--- config.mk ---
export PLATFORM = sky130hd
export DESIGN_NAME = session_distance_zone_tracker
export DESIGN_NICKNAME = d
export VERILOG_FILES = /design/src/rtl/core/sdzt_pkg.sv /design/src/rtl/core/sdzt_ctrl.sv /design/src/rtl/core/sdzt_datapath.sv /design/src/rtl/core/session_distance_zone_tracker.sv
export SDC_FILE = /design/constraint.sdc
export NUM_CORES = 1
export LEC_CHECK = 0
export ABC_AREA = 1
export BUFFER_PORTS_ARGS = -buffer_cell sky130_fd_sc_hd__buf_2
export CELL_PAD_IN_SITES_DETAIL_PLACEMENT = 1
export CELL_PAD_IN_SITES_GLOBAL_PLACEMENT = 1
export CORE_MARGIN = 2
export CORE_UTILIZATION = 45
export DETAILED_ROUTE_END_ITERATION = 7
export GPL_TIMING_DRIVEN = 0
export PLACE_DENSITY_LB_ADDON = 0.2
export SLEW_MARGIN = 20
export SYNTH_ARGS = -nofsm -noshare
export SYNTH_HDL_FRONTEND = slang
export SYNTH_SLANG_ARGS = --single-unit
export TNS_END_PERCENT = 10
--- constraint.sdc ---
create_clock -name clk -period 3.7 [get_ports clk]
set_input_delay 0.74 -clock clk [delete_from_list [all_inputs] [get_ports clk]]
set_output_delay 0.74 -clock clk [all_outputs]
set_load 0.01 [all_outputs]
--- src/rtl/core/sdzt_pkg.sv ---
// shared types, codes and the zone classifier of the session distance zone tracker
// no dependencies; imported by the controller, the datapath, the top level and the checker
package sdzt_pkg;

	localparam int IN_DATA_W  = 64;
	localparam int IN_USER_W  = 3;
	localparam int OUT_DATA_W = 56;
	localparam int OUT_USER_W = 2;
	localparam int LIMIT_W    = 16;
	localparam int KEY_W      = 32;
	localparam int CFG_IDX_W  = 2;

	localparam logic [15:0] DIST_NONE = 16'hFFFF;

	typedef enum logic [2:0] {
		MODE_CREATE  = 3'd0,
		MODE_DESTROY = 3'd1,
		MODE_START   = 3'd2,
		MODE_STOP    = 3'd3,
		MODE_RESULT  = 3'd4,
		MODE_QUERY   = 3'd5
	} mode_t;

	typedef enum logic [1:0] {
		STAT_OK        = 2'd0,
		STAT_NOT_FOUND = 2'd1,
		STAT_FULL      = 2'd2
	} status_t;

	typedef enum logic [2:0] {
		ZN_LOCKED   = 3'd0,
		ZN_APPROACH = 3'd1,
		ZN_UNLOCK   = 3'd2,
		ZN_ENTRY    = 3'd3,
		ZN_INSIDE   = 3'd4
	} zone_t;

	typedef enum logic [1:0] {
		REG_INSIDE   = 2'd0,
		REG_ENTRY    = 2'd1,
		REG_UNLOCK   = 2'd2,
		REG_APPROACH = 2'd3
	} cfg_reg_t;

	typedef enum logic [1:0] {
		ST_IDLE = 2'd0,
		ST_CMP  = 2'd1,
		ST_SEL  = 2'd2,
		ST_EXEC = 2'd3
	} state_t;

	// controller to datapath strobes
	typedef struct packed {
		logic capture;
		logic compare;
		logic select;
		logic execute;
	} cmd_t;

	// datapath to controller status
	typedef struct packed {
		logic out_full;
	} stat_t;

	function automatic zone_t zone_of(input logic [15:0] d, input logic [15:0] in_lim,
			input logic [15:0] ent_lim, input logic [15:0] unl_lim, input logic [15:0] app_lim);
		zone_t z;
		if (d <= in_lim)
			z = ZN_INSIDE;
		else if (d <= ent_lim)
			z = ZN_ENTRY;
		else if (d <= unl_lim)
			z = ZN_UNLOCK;
		else if (d <= app_lim)
			z = ZN_APPROACH;
		else
			z = ZN_LOCKED;
		return z;
	endfunction

endpackage

--- src/rtl/core/sdzt_ctrl.sv ---
// sequencing state machine of the session distance zone tracker
// depends on sdzt_pkg; drives the datapath strobes
module sdzt_ctrl
	import sdzt_pkg::*;
(
	input  logic  clk,
	input  logic  arst_n,
	input  logic  s_tvalid,
	output logic  s_tready,
	input  logic  m_tready,
	input  stat_t stat,
	output cmd_t  cmd
);

	state_t state_q, state_d;

	always_ff @(posedge clk or negedge arst_n) begin
		if (!arst_n)
			state_q <= ST_IDLE;
		else
			state_q <= state_d;
	end

	always_comb begin
		state_d = state_q;
		cmd     = '0;
		s_tready = 1'b0;
		unique case (state_q)
			ST_IDLE: begin
				s_tready = 1'b1;
				if (s_tvalid) begin
					cmd.capture = 1'b1;
					state_d = ST_CMP;
				end
			end
			ST_CMP: begin
				cmd.compare = 1'b1;
				state_d = ST_SEL;
			end
			ST_SEL: begin
				cmd.select = 1'b1;
				state_d = ST_EXEC;
			end
			ST_EXEC: begin
				// result register must be free or drained this cycle
				if (!stat.out_full || m_tready) begin
					cmd.execute = 1'b1;
					state_d = ST_IDLE;
				end
			end
			default: state_d = ST_IDLE;
		endcase
	end

endmodule

--- src/rtl/core/sdzt_datapath.sv ---
// session table, lookup, zone classifier and result register
// depends on sdzt_pkg; steered by sdzt_ctrl
module sdzt_datapath
	import sdzt_pkg::*;
#(
	parameter int SESSION_SLOTS = 8
) (
	input  logic                  clk,
	input  logic                  arst_n,
	input  cmd_t                  cmd,
	output stat_t                 stat,
	input  logic [IN_DATA_W-1:0]  s_tdata,
	input  logic [IN_USER_W-1:0]  s_tuser,
	input  logic                  cfg_we,
	input  logic [CFG_IDX_W-1:0]  cfg_index,
	input  logic [LIMIT_W-1:0]    cfg_wdata,
	output logic                  m_tvalid,
	input  logic                  m_tready,
	output logic [OUT_DATA_W-1:0] m_tdata,
	output logic [OUT_USER_W-1:0] m_tuser
);

	localparam int SLOT_W = (SESSION_SLOTS > 1) ? $clog2(SESSION_SLOTS) : 1;

	// limits
	logic [LIMIT_W-1:0] inside_q, entry_q, unlock_q, approach_q;

	always_ff @(posedge clk or negedge arst_n) begin
		if (!arst_n) begin
			inside_q   <= '0;
			entry_q    <= '0;
			unlock_q   <= '0;
			approach_q <= '0;
		end else if (cfg_we) begin
			unique case (cfg_reg_t'(cfg_index))
				REG_INSIDE:   inside_q   <= cfg_wdata;
				REG_ENTRY:    entry_q    <= cfg_wdata;
				REG_UNLOCK:   unlock_q   <= cfg_wdata;
				REG_APPROACH: approach_q <= cfg_wdata;
				default: ;
			endcase
		end
	end

	// captured beat
	logic [2:0]       mode_q;
	logic [7:0]       chan_q, pre_q;
	logic [KEY_W-1:0] key_q;
	logic [15:0]      meas_q;

	always_ff @(posedge clk) begin
		if (cmd.capture) begin
			mode_q <= s_tuser;
			chan_q <= s_tdata[7:0];
			pre_q  <= s_tdata[15:8];
			key_q  <= s_tdata[47:16];
			meas_q <= s_tdata[63:48];
		end
	end

	// table
	logic [SESSION_SLOTS-1:0] active_q, ranging_q;
	logic [KEY_W-1:0]         ident_q [SESSION_SLOTS];
	logic [15:0]              dist_mem [SESSION_SLOTS];
	zone_t                    zone_mem [SESSION_SLOTS];

	// compare stage
	logic [SESSION_SLOTS-1:0] match_s1, free_s1;
	zone_t                    zone_s1;

	always_ff @(posedge clk) begin
		if (cmd.compare) begin
			for (int i = 0; i < SESSION_SLOTS; i++)
				match_s1[i] <= active_q[i] && (ident_q[i] == key_q);
			free_s1 <= ~active_q;
			zone_s1 <= zone_of(meas_q, inside_q, entry_q, unlock_q, approach_q);
		end
	end

	// select stage: isolate lowest set bit, then encode
	logic [SESSION_SLOTS-1:0] hit_oh, free_oh;
	logic [SLOT_W-1:0]        hit_idx_c, free_idx_c;

	assign hit_oh  = match_s1 & (~match_s1 + SESSION_SLOTS'(1));
	assign free_oh = free_s1 & (~free_s1 + SESSION_SLOTS'(1));

	always_comb begin
		hit_idx_c  = '0;
		free_idx_c = '0;
		for (int i = 0; i < SESSION_SLOTS; i++) begin
			if (hit_oh[i])
				hit_idx_c = hit_idx_c | SLOT_W'(i);
			if (free_oh[i])
				free_idx_c = free_idx_c | SLOT_W'(i);
		end
	end

	logic              hit_s2, full_s2, rng_s2;
	logic [SLOT_W-1:0] hit_idx_s2, free_idx_s2;
	logic [15:0]       rd_dist_s2;
	zone_t             rd_zone_s2, zone_s2;

	always_ff @(posedge clk) begin
		if (cmd.select) begin
			hit_s2      <= |match_s1;
			full_s2     <= ~|free_s1;
			hit_idx_s2  <= hit_idx_c;
			free_idx_s2 <= free_idx_c;
			rng_s2      <= ranging_q[hit_idx_c];
			rd_dist_s2  <= dist_mem[hit_idx_c];
			rd_zone_s2  <= zone_mem[hit_idx_c];
			zone_s2     <= zone_s1;
		end
	end

	// execute: result and write-back
	logic             do_create, do_destroy, do_start, do_stop, do_result;
	status_t          r_status;
	logic [KEY_W-1:0] r_sid;
	logic [15:0]      r_dist;
	zone_t            r_zone;
	logic             r_chg, r_rng;

	always_comb begin
		do_create  = 1'b0;
		do_destroy = 1'b0;
		do_start   = 1'b0;
		do_stop    = 1'b0;
		do_result  = 1'b0;
		r_status   = STAT_NOT_FOUND;
		r_sid      = '0;
		r_dist     = '0;
		r_zone     = ZN_LOCKED;
		r_chg      = 1'b0;
		r_rng      = 1'b0;
		unique case (mode_t'(mode_q))
			MODE_CREATE: begin
				if (full_s2) begin
					r_status = STAT_FULL;
				end else begin
					do_create = 1'b1;
					r_status  = STAT_OK;
					r_sid     = {chan_q, pre_q, 16'(free_idx_s2)};
					r_dist    = DIST_NONE;
				end
			end
			MODE_DESTROY, MODE_START, MODE_STOP, MODE_RESULT, MODE_QUERY: begin
				r_sid = key_q;
				if (hit_s2) begin
					r_status = STAT_OK;
					r_dist   = rd_dist_s2;
					r_zone   = rd_zone_s2;
					r_rng    = rng_s2;
					unique case (mode_t'(mode_q))
						MODE_DESTROY: do_destroy = 1'b1;
						MODE_START: begin
							do_start = 1'b1;
							r_rng    = 1'b1;
						end
						MODE_STOP: begin
							do_stop = 1'b1;
							r_rng   = 1'b0;
						end
						MODE_RESULT: begin
							do_result = 1'b1;
							r_dist    = meas_q;
							r_zone    = zone_s2;
							r_chg     = (zone_s2 != rd_zone_s2);
						end
						default: ;
					endcase
				end
			end
			default: ;
		endcase
	end

	always_ff @(posedge clk or negedge arst_n) begin
		if (!arst_n) begin
			active_q  <= '0;
			ranging_q <= '0;
		end else if (cmd.execute) begin
			if (do_create) begin
				active_q[free_idx_s2]  <= 1'b1;
				ranging_q[free_idx_s2] <= 1'b0;
			end
			if (do_destroy)
				active_q[hit_idx_s2] <= 1'b0;
			if (do_start)
				ranging_q[hit_idx_s2] <= 1'b1;
			if (do_stop)
				ranging_q[hit_idx_s2] <= 1'b0;
		end
	end

	logic [SLOT_W-1:0] wr_idx;
	assign wr_idx = do_create ? free_idx_s2 : hit_idx_s2;

	always_ff @(posedge clk) begin
		if (cmd.execute && do_create)
			ident_q[free_idx_s2] <= r_sid;
		if (cmd.execute && (do_create || do_result)) begin
			dist_mem[wr_idx] <= r_dist;
			zone_mem[wr_idx] <= r_zone;
		end
	end

	// result register
	logic out_valid_q;

	always_ff @(posedge clk or negedge arst_n) begin
		if (!arst_n)
			out_valid_q <= 1'b0;
		else if (cmd.execute)
			out_valid_q <= 1'b1;
		else if (m_tready)
			out_valid_q <= 1'b0;
	end

	always_ff @(posedge clk) begin
		if (cmd.execute) begin
			m_tuser <= r_status;
			m_tdata <= {3'b000, r_rng, r_chg, r_zone, r_dist, r_sid};
		end
	end

	assign m_tvalid      = out_valid_q;
	assign stat.out_full = out_valid_q;

endmodule

--- src/rtl/core/session_distance_zone_tracker.sv ---
// top level of the session distance zone tracker: stream ports, limit registers
// depends on sdzt_pkg, sdzt_ctrl and sdzt_datapath
//
// channel   dir  handshake           payload
// s_*       in   s_tvalid/s_tready   tdata channel, preamble, session_key, measured_cm
//                                    tuser mode
// m_*       out  m_tvalid/m_tready   tdata session_out, distance_out, zone, zone_changed,
//                                    ranging_on; tuser status
// cfg_*     in   cfg_we              cfg_index selects limit, cfg_wdata value
//
// one beat in, one beat out; an accepted beat passes the compare, lowest-slot select
// with table read, and write-back steps of the sequencer, and write-back loads the
// result register when it is free; the next beat is taken only after write-back,
// so a new item is not taken before the last one is through
// reset: session active and ranging flags and the limits clear at once, no clearing pass;
// identifiers, distances and zones hold whatever they had until a create writes them
// stalls: a result that is not taken holds the sequencer in its write-back step
// and keeps s_tready low; a taken result frees the register in the same cycle
module session_distance_zone_tracker
	import sdzt_pkg::*;
#(
	parameter int SESSION_SLOTS = 8
) (
	input  logic                  clk,
	input  logic                  arst_n,
	input  logic                  s_tvalid,
	output logic                  s_tready,
	// [7:0] channel, [15:8] preamble, [47:16] session_key, [63:48] measured_cm
	input  logic [IN_DATA_W-1:0]  s_tdata,
	// [2:0] mode
	input  logic [IN_USER_W-1:0]  s_tuser,
	output logic                  m_tvalid,
	input  logic                  m_tready,
	// [31:0] session_out, [47:32] distance_out, [50:48] zone, [51] zone_changed,
	// [52] ranging_on, [55:53] zero
	output logic [OUT_DATA_W-1:0] m_tdata,
	// [1:0] status
	output logic [OUT_USER_W-1:0] m_tuser,
	input  logic                  cfg_we,
	input  logic [CFG_IDX_W-1:0]  cfg_index,
	input  logic [LIMIT_W-1:0]    cfg_wdata
);

	cmd_t  cmd;
	stat_t stat;

	// sequencer: idle, compare, select, write-back
	sdzt_ctrl u_ctrl (
		.clk      (clk),
		.arst_n   (arst_n),
		.s_tvalid (s_tvalid),
		.s_tready (s_tready),
		.m_tready (m_tready),
		.stat     (stat),
		.cmd      (cmd)
	);

	// table, lookup and result register
	sdzt_datapath #(
		.SESSION_SLOTS (SESSION_SLOTS)
	) u_dp (
		.clk       (clk),
		.arst_n    (arst_n),
		.cmd       (cmd),
		.stat      (stat),
		.s_tdata   (s_tdata),
		.s_tuser   (s_tuser),
		.cfg_we    (cfg_we),
		.cfg_index (cfg_index),
		.cfg_wdata (cfg_wdata),
		.m_tvalid  (m_tvalid),
		.m_tready  (m_tready),
		.m_tdata   (m_tdata),
		.m_tuser   (m_tuser)
	);

endmodule

# Word level (Yosys, flattened, before mapping)
# Memory sizes are Yosys's and may differ from the RTL's. A register that Yosys moved wholly into a read port is not among the register bits.
# Index checks and enable logic that the tools add are counted.
# totals
ff_bits	236
ramBits	408
in_bits	90
out_inout_bits	60
elab_cells	181
n_memories	3
# op_classes
add_sub_neg	2
order_cmp	9
eq_ne	22
n_mux	73
n_bitwise	12
n_reduce_logical	32
# mem_list
name	words	word_bits	rd	rd_clocked_by_memory_dff	write_ports	line	rtl
u_dp.ident_q	8	32	8	0	1	sdzt_datapath.sv:63	logic [KEY_W-1:0] ident_q [SESSION_SLOTS];
u_dp.dist_mem	8	16	1	1	1	sdzt_datapath.sv:64	logic [15:0] dist_mem [SESSION_SLOTS];
u_dp.zone_mem	8	3	1	1	1	sdzt_datapath.sv:65	zone_t zone_mem [SESSION_SLOTS];
# op_table
operator	n
== test 32 bit	8
less-or-equal comparator 16 bit	4
2-to-1 mux 8 bit	8
case mux 32 bit (2 select lines)	1
2-to-1 mux 16 bit	3
bitwise AND 8 bit	5
inverter 8 bit	5
2-to-1 mux 3 bit	12
2-to-1 mux 1 bit	34
2-to-1 mux 32 bit	1
case mux 16 bit (2 select lines)	1
adder 8 x 1 -> 8 bit (second input constant)	2
bitwise OR 8 bit	2
OR reduction 8 bit	2
2-to-1 mux 2 bit	7
logical AND 1 bit	12
< comparator 3 x 4 -> 1 bit (second input constant)	3
AND reduction 2 bit	6
== test 2 bit (second input constant)	4
case mux 2 bit (4 select lines)	1
demux 1 bit (select 3 bit)	2
== test 3 x 2 -> 1 bit (second input constant)	2
== test 3 bit (second input constant)	2
>= comparator 3 x 1 -> 1 bit (second input constant)	2
17 further kinds	21

# Depth between registers and ports, before layout
# Gate-level depths: netlist (run 1).
# depth
depth_word	13
depth_mapped	14
mapped_depth_nobuf	14

# By module
# Synthesis (run 1) repeated with hierarchy kept, for this count alone.
# hier_totals
hier_cells	2408
area_unflattened_um2	28489.8
# modules_own_cells
mod	instances	cells_each	area_each_um2
sdzt_datapath	1	2383	28300.9
sdzt_ctrl	1	25	188.9

# Worst setup path after synthesis (run 1)
# No wires, ideal clock.
# synth_path
kind	input to register
startpoint	input port m_tready
endpoint	memory u_dp.ident_q[1][0], enable pin
t_arrival_ns	3.487
t_required_ns	3.234
path_slack_ns	-0.253
stages	5
path_buffers	1
path_cell_list	inv_1 nand2_1 nand2_1 buf_2 nor3_1
# synth_via
elab_chain_cells	6
# synth_lines
item	line	rtl
start, declared	session_distance_zone_tracker.sv:33	input logic m_tready,
logical OR 1 bit	sdzt_ctrl.sv:46	if (!stat.out_full || m_tready) begin
2-to-1 mux 1 bit	sdzt_ctrl.sv:46	
2-to-1 mux 1 bit	sdzt_ctrl.sv:28	unique case (state_q)
logical AND 1 bit	sdzt_datapath.sv:200	if (cmd.execute && do_create)
2-to-1 mux 1 bit	sdzt_datapath.sv:200	
2-to-1 mux 1 bit (not written as such)	sdzt_datapath.sv:201	ident_q[free_idx_s2] <= r_sid;
end, declared	sdzt_datapath.sv:63	
# No other way between the ends.

# Worst setup path after layout (run 1)
# layout_path
startpoint	register u_dp.key_q[19]
endpoint	register u_dp.match_s1[2], data pin
# layout_via
elab_chain_cells	2
# layout_lines
item	line	rtl
start, declared	sdzt_datapath.sv:48	logic [KEY_W-1:0] key_q;
start signal, assigned	sdzt_datapath.sv:56	key_q <= s_tdata[47:16];
== test 32 bit	sdzt_datapath.sv:74	match_s1[i] <= active_q[i] && (ident_q[i] == key_q);
logical AND 1 bit	sdzt_datapath.sv:74	
end signal, assigned by index	sdzt_datapath.sv:74	
end, declared	sdzt_datapath.sv:68	logic [SESSION_SLOTS-1:0] match_s1, free_s1;
# No other way between the ends.
# A chain may end at the register's enable or synchronous reset.

==> results of run 1 <==
[cell families (layout without fill, tap and decap cells)]
kind of cell / Yosys count / count (layout)
AO/OA/AOI/OAI: 449 / 449
AND/OR/NAND/NOR: 915 / 915
adder cells (fa/ha/maj): 70 / 70
other: 1 / 4
flip-flops: 663 / 663
XOR/XNOR: 60 / 60
buffers and inverters: 329 / 650
[what timing repair did]
item	CTS	global route
hold endpoints to repair	10	0
setup buffers	0	0
hold buffers	1	0
[Yosys cell counts, types with 3 or more instances]
master	count
a211oi_1	6
a21oi_1	111
a221oi_1	13
a22o_1	27
a31oi_1	3
and3_1	3
buf_1	5
buf_2	22
buf_4	8
clkbuf_1	59
clkinv_1	6
dfrtp_1	83
edfxtp_1	580
ha_1	70
inv_1	225
inv_2	4
nand2_1	634
nand3_1	38
nand4_1	18
nor2_1	157
nor3_1	12
nor3_4	3
nor4_1	14
o2111ai_1	8
o211ai_1	40
o21ai_0	186
o22ai_1	40
o31ai_1	5
or2_2	25
xnor2_1	33
xor2_1	27
[worst max-delay path, delay by kind of cell, from the launching register on]
| family | cells | cell delay (ns) |
|---|---|---|
| DFF | 1 | 0.42 |
| and+or+nand+nor | 5 | 1.16 |
| AOI/OAI and AO/OA | 1 | 0.43 |
| buffers and inverters | 2 | 1.10 |
[registers in the layout, summed over array words and instances, names as in the netlist, 8 cells and up]
name	flops
u_dp.active_q	8
u_dp.unlock_q	16
u_dp.pre_q	8
u_dp.chan_q	8
u_dp.free_s1	8
u_dp.entry_q	16
u_dp.m_tdata	53
u_dp.inside_q	16
u_dp.rd_dist_s2	16
u_dp.ranging_q	8
u_dp.dist_mem	128
u_dp.approach_q	16
u_dp.ident_q	256
u_dp.key_q	32
u_dp.zone_mem	24
u_dp.meas_q	16
u_dp.match_s1	8
[where the power goes]
group / total (mW) / leakage (nW) / internal [mW] / switching [mW]
clock: 7.45 / 1.18 / 4.39 / 3.06
sequential: 10.0 / 6.35 / 9.56 / 0.472
combinational: 5.64 / 5.47 / 1.47 / 4.16
[routing by layer]
metal | part of all wire | track usage | routed length (um)
met5 | 0.00014 | 0 | 13
met2 | 0.46 | 0.468 | 44200
met1 | 0.44 | 0.424 | 42300
met4 | 0.015 | 0.0650 | 1440
met3 | 0.081 | 0.0475 | 7750
[cell type report]
cell class              count  share of cell area
repair buffers            188              0.0387
multi-input cells        1497               0.236
plain buffers              94              0.0123
diodes                      1           0.0000748
inverters                 235              0.0266
clock buffers              93              0.0600
flip-flops and latches    663               0.583
clock inverters            40              0.0118
well taps                 846              0.0316
[worst max path at each step]
stage,startpoint,to,depth (start not counted),slack [ns]
after floorplan,m_tready,u_dp.ident_q[1][0],5,-0.25
after detailed placement,m_tready,u_dp.ident_q[6][23],8,0.23
final,u_dp.key_q[19],u_dp.match_s1[2],8,0.38
after global placement,m_tready,u_dp.ranging_q[7],10,-2.58
after CTS,u_dp.mode_q[2],u_dp.dist_mem[0][1],11,0.40
after global routing,u_dp.mode_q[2],u_dp.dist_mem[0][4],11,0.15
==> flow_metrics.py, run 1 <==
metrics = {
    "clock_network": {
        "clockBufferDepth": 3,
        "clk_pin_slew_ns": 0.06,
        "post_cts_resized": 0,
        "cts_sinks": 663,
        "root_buffer": "clkbuf_16",
        "clock_latency_ns": 0.62,
        "numCtsBuffers": 73,
        "cts_tree": "built",
        "h-tree-depth": 3,
    },
    "placement": {
        "hpwl_um": 68400,
        "dp_cells": 3521,
        "port_buffers": 146,
        "postPlaceCellArea_um2": 31000,
        "gp_congestion": 0.937,
        "place_ws_ns": 0.231,
    },
    "layout": {
        "multi_input_area_um2": 7910,
        "nNetsFinal": 2912,
        "area_delta_synth_final_pct": 17.1,
        "fin_util": 0.531,
        "final_cells": 3657,
        "design_area_um2": 33500,
        "final_cell_mix": "nand2_1 (634), edfxtp_1 (580), inv_1 (224), o21ai_0 (186), buf_2 (167)",
        "fillCellCount": 6667,
        "regArea_um2": 19500,
        "final_common_cell": "nand2_1",
        "layout-drive-gt1-share": 0.141,
    },
    "sta": {
        "grt_setup_unrepaired": "no",
        "finalSetupViolCount": 0,
        "max_freq_mhz": 301,
        "period_share": 0.898,
        "clock_skew_ns": 0.0220,
        "worstMarginPinSlew_ns": 1.25,
        "period_needed_ns": 3.32,
        "drv_slew": 0,
        "finalHoldViolations": 0,
        "post-route-worst-setup-slack_ns": 0.378,
        "holdWs_ns": 0.293,
        "slew_headroom": 0.166,
        "setup-tns-final_ns": 0,
    },
    "grt": {
        "grt_first_pass_wirelength_um": 141000,
        "grt_max_degree": 74,
        "antenna_found_initial": 5,
        "overflow": 0,
        "grt_pass1_vias": 21400,
        "track_usage": 0.293,
    },
    "floorplan": {
        "core_um2": 63000,
        "die_y_um": 256,
        "dieArea_um2": 65500,
        "row_count": 92,
        "ios": 150,
        "start_util": 0.454,
        "fp.dieW_um": 256,
    },
    "synthesis": {
        "synth_top_area_cell": "edfxtp_1",
        "synth_area_per_cell_um2": 11.5,
        "ys_seq_area_frac": 0.683,
        "synth-compound-area-share": 0.0924,
        "async_flop_share": 0.125,
        "ys_ff_latch": 663,
        "synth_area_leaders": "edfxtp_1 (61%), nand2_1 (8.3%), dfrtp_1 (7.3%), o21ai_0 (3.3%), ha_1 (3.1%)",
        "synth-edff-count": 580,
        "synth_xor_area_frac": 0.0184,
        "yosys.cell_types.count": 46,
        "syn-cell-area_um2": 28600,
        "netlist.area_leader.share": 0.610,
        "synthMuxAreaShare": 0,
        "yosys.area_share.simple": 0.131,
        "synth_top_family_by_area": "simple AND/OR/NAND/NOR gates",
        "synth_fa_ha_area_frac": 0.0307,
        "ys.flop_type": "edfxtp_1",
        "yosysWarnings": 0,
        "synthCells": 2487,
    },
    "worst_setup_path": {
        "crit_path_max_fanout": 10,
        "worstPathArrival_ns": 3.74,
        "worst_setup_path_start_kind": "flip-flop",
        "path_class": "flip-flop to flip-flop",
        "r2r-start": "u_dp.key_q[19]",
        "crit_chain": "inv_1, clkbuf_1, o21ai_0, nor2_1, nand2_1, nor2_1, nand4_1, nor2_1",
        "r2r_cells": 8,
        "r2r_end": "u_dp.match_s1[2]",
        "crit_path_max_incr_delay_ns": 0.60,
        "reg2reg_slack_ns": 0.38,
        "crit_path_end_kind": "flip-flop",
        "cp.required_ns": 4.12,
        "slowest_stage": "clkbuf_1",
        "crit_top_cell": "nor2_1",
    },
    "hold_path": {
        "whs_path_depth": 1,
        "hp-start": "s_tdata[20]",
        "hold_path_end": "u_dp.key_q[4]",
        "worstHoldPathType": "primary input to flip-flop",
    },
    "drt": {
        "wl_per_cell_um": 26.2,
        "ant_nets": 0,
        "route.detailed.drc": 0,
        "wirelength_um": 95800,
        "dr.pass1.iters": 5,
        "vias_per_cell": 5.63,
        "drt_iter0_markers": 2051,
        "vias": 20600,
    },
    "pwr": {
        "p_leak_nw": 13.0,
        "power_mw": 23.1,
        "p_per_area_nw_per_um2": 691,
        "vdd_ir_drop_max_v": 0.000405,
    },
    "run_status": {
        "status": "complete, no violations",
    },
    "run": {
        "max-cap-violations": 0,
    },
}
(Power assumes the default switching activity.)
==> run 2, diff against run 1 <==
Settings changed: CELL_PAD_IN_SITES_DETAIL_PLACEMENT 1 to default, CELL_PAD_IN_SITES_GLOBAL_PLACEMENT 1 to default, CORE_UTILIZATION 45 to 55.
==> flow_metrics.py, run 2 (synthesis results as in run 1) <==
metrics = {
    "drt": {
        "wl_per_cell_um": 24.6,
        "wirelength_um": 85400,
        "route.detailed.drc": 0,
        "vias_per_cell": 5.85,
        "dr.pass1.iters": 6,
        "vias": 20300,
        "ant_nets": 0,
        "drt_iter0_markers": 2765,
    },
    "worst_setup_path": {
        "worstPathArrival_ns": 3.38,
        "cp.required_ns": 3.95,
        "r2r_end": "u_dp.ident_q[7][23]",
        "endpoint": "u_dp.ident_q[7][23]",
        "startpoint": "u_dp.mode_q[2]",
        "crit_path_end_kind": "flip-flop",
        "path_class": "flip-flop to flip-flop",
        "r2r-start": "u_dp.mode_q[2]",
        "r2r_cells": 8,
        "reg2reg_slack_ns": 0.57,
        "crit_path_max_fanout": 10,
        "worst_setup_path_start_kind": "flip-flop",
    },
    "sta": {
        "clock_skew_ns": 0.0227,
        "holdWs_ns": 0.0805,
        "finalHoldViolations": 0,
        "grt_setup_unrepaired": "no",
        "period_needed_ns": 3.13,
        "worstMarginPinSlew_ns": 1.23,
        "period_share": 0.847,
        "slew_headroom": 0.181,
        "drv_slew": 0,
        "finalSetupViolCount": 0,
        "max_freq_mhz": 319,
    },
    "grt": {
        "grt_max_degree": 63,
        "grt_pass1_vias": 19400,
        "grt_first_pass_wirelength_um": 125000,
        "antenna_found_initial": 1,
        "overflow": 0,
        "track_usage": 0.323,
    },
    "clock_network": {
        "clk_pin_slew_ns": 0.06,
        "clockBufferDepth": 3,
        "h-tree-depth": 3,
        "postCtsSetupRepairBufs": 0,
        "clock_latency_ns": 0.62,
        "numCtsBuffers": 71,
        "cts_hold_buf": 0,
        "root_buffer": "clkbuf_16",
        "cts_tree": "built",
        "cts_sinks": 663,
        "post_cts_resized": 0,
    },
    "layout": {
        "layout-drive-gt1-share": 0.139,
        "final_common_cell": "nand2_1",
        "area_delta_synth_final_pct": 16.2,
        "largest_register_ffs": 256,
        "top_register": "u_dp.ident_q",
        "final_cells": 3475,
        "antenna_cells": 0,
        "reg_top3": "u_dp.ident_q x256, u_dp.dist_mem x128, u_dp.m_tdata x53",
        "nNetsFinal": 2901,
        "final_cell_mix": "nand2_1 (634), edfxtp_1 (580), inv_1 (224), o21ai_0 (186), buf_2 (167)",
    },
    "run": {
        "max-cap-violations": 0,
    },
    "pwr": {
        "p_leak_nw": 13.0,
        "vdd_ir_drop_max_v": 0.000481,
        "p_per_area_nw_per_um2": 688,
    },
    "floorplan": {
        "ios": 150,
        "dieArea_um2": 53800,
        "row_count": 83,
        "die_y_um": 232,
        "fp.dieW_um": 232,
        "core_um2": 51300,
        "start_util": 0.557,
    },
    "placement": {
        "dp_cells": 3348,
        "hpwl_um": 61100,
        "port_buffers": 146,
        "gp_congestion": 0.971,
    },
    "hold_path": {
        "worstHoldPathType": "primary input to async pin",
    },
    "run_status": {
        "status": "complete, no violations",
    },
}
## run 2: how the worst min path moves through the flow
stage	start	end	slack [ns]	cells past startpoint
finish	arst_n	u_dp.m_tvalid	0.08	1
global route	arst_n	u_dp.m_tvalid	0.1	1
CTS	arst_n	u_dp.m_tvalid	0.07	1
detailed placement	u_dp.zone_s1[1]	u_dp.zone_s2[1]	0.41	0
global placement	u_dp.zone_s1[2]	u_dp.zone_s2[2]	0.41	0
floorplan	u_dp.zone_s1[0]	u_dp.zone_s2[0]	0.40	0
## run 2: area by class of cell
cell class                      instances  area, um^2
Buffer                                 94         410
Clock buffer                           81        1870
Clock inverter                         46         609
Fill cell                            3982       18100
Inverter                              235         890
Multi-Input combinational cell       1497        7880
Sequential cell                       663       19500
Tap cell                              680         851
Timing Repair Buffer                  179        1180
## run 2: critical path: stages, from the launching register on
cell and delay [ns]:
edfxtp_1 0.44, inv_2 0.09, buf_4 0.16, ha_1 0.25
nand2_1 0.11, buf_2 0.42, buf_2 0.33, nand2_1 0.07
a21oi_1 0.89
## run 2: where the power goes
group          internal (mW)  total [mW]  switching (mW)
registers               9.57        10.0           0.476
logic                   1.36        5.19            3.82
clock network           4.62        7.60            2.98
## run 2: metal layers
| metal | GRT usage | vias to the layer above | share of wire |
|---|---|---|---|
| met1 | 0.490 | 9877 | 0.42 |
| met2 | 0.472 | 1176 | 0.43 |
| li1 | - | 9161 | - |
| met3 | 0.0720 | 125 | 0.12 |
| met4 | 0.0875 | 0 | 0.022 |
| met5 | 0 | - | 0 |
## run 2: through the flow
step	worst slack (ns)	util	area, um^2	TNS (ns)	total power, mW
after floorplan	-0.253	-	28600	-24.47	13.0
after CTS	0.477	0.646	33200	0	22.8
final	0.567	0.647	33200	0	22.8
after global routing	0.416	0.647	33200	0	23.7
after detailed placement	0.478	0.598	30700	0	15.2
after global placement	-2.69	0.588	30100	-368.36	15.1
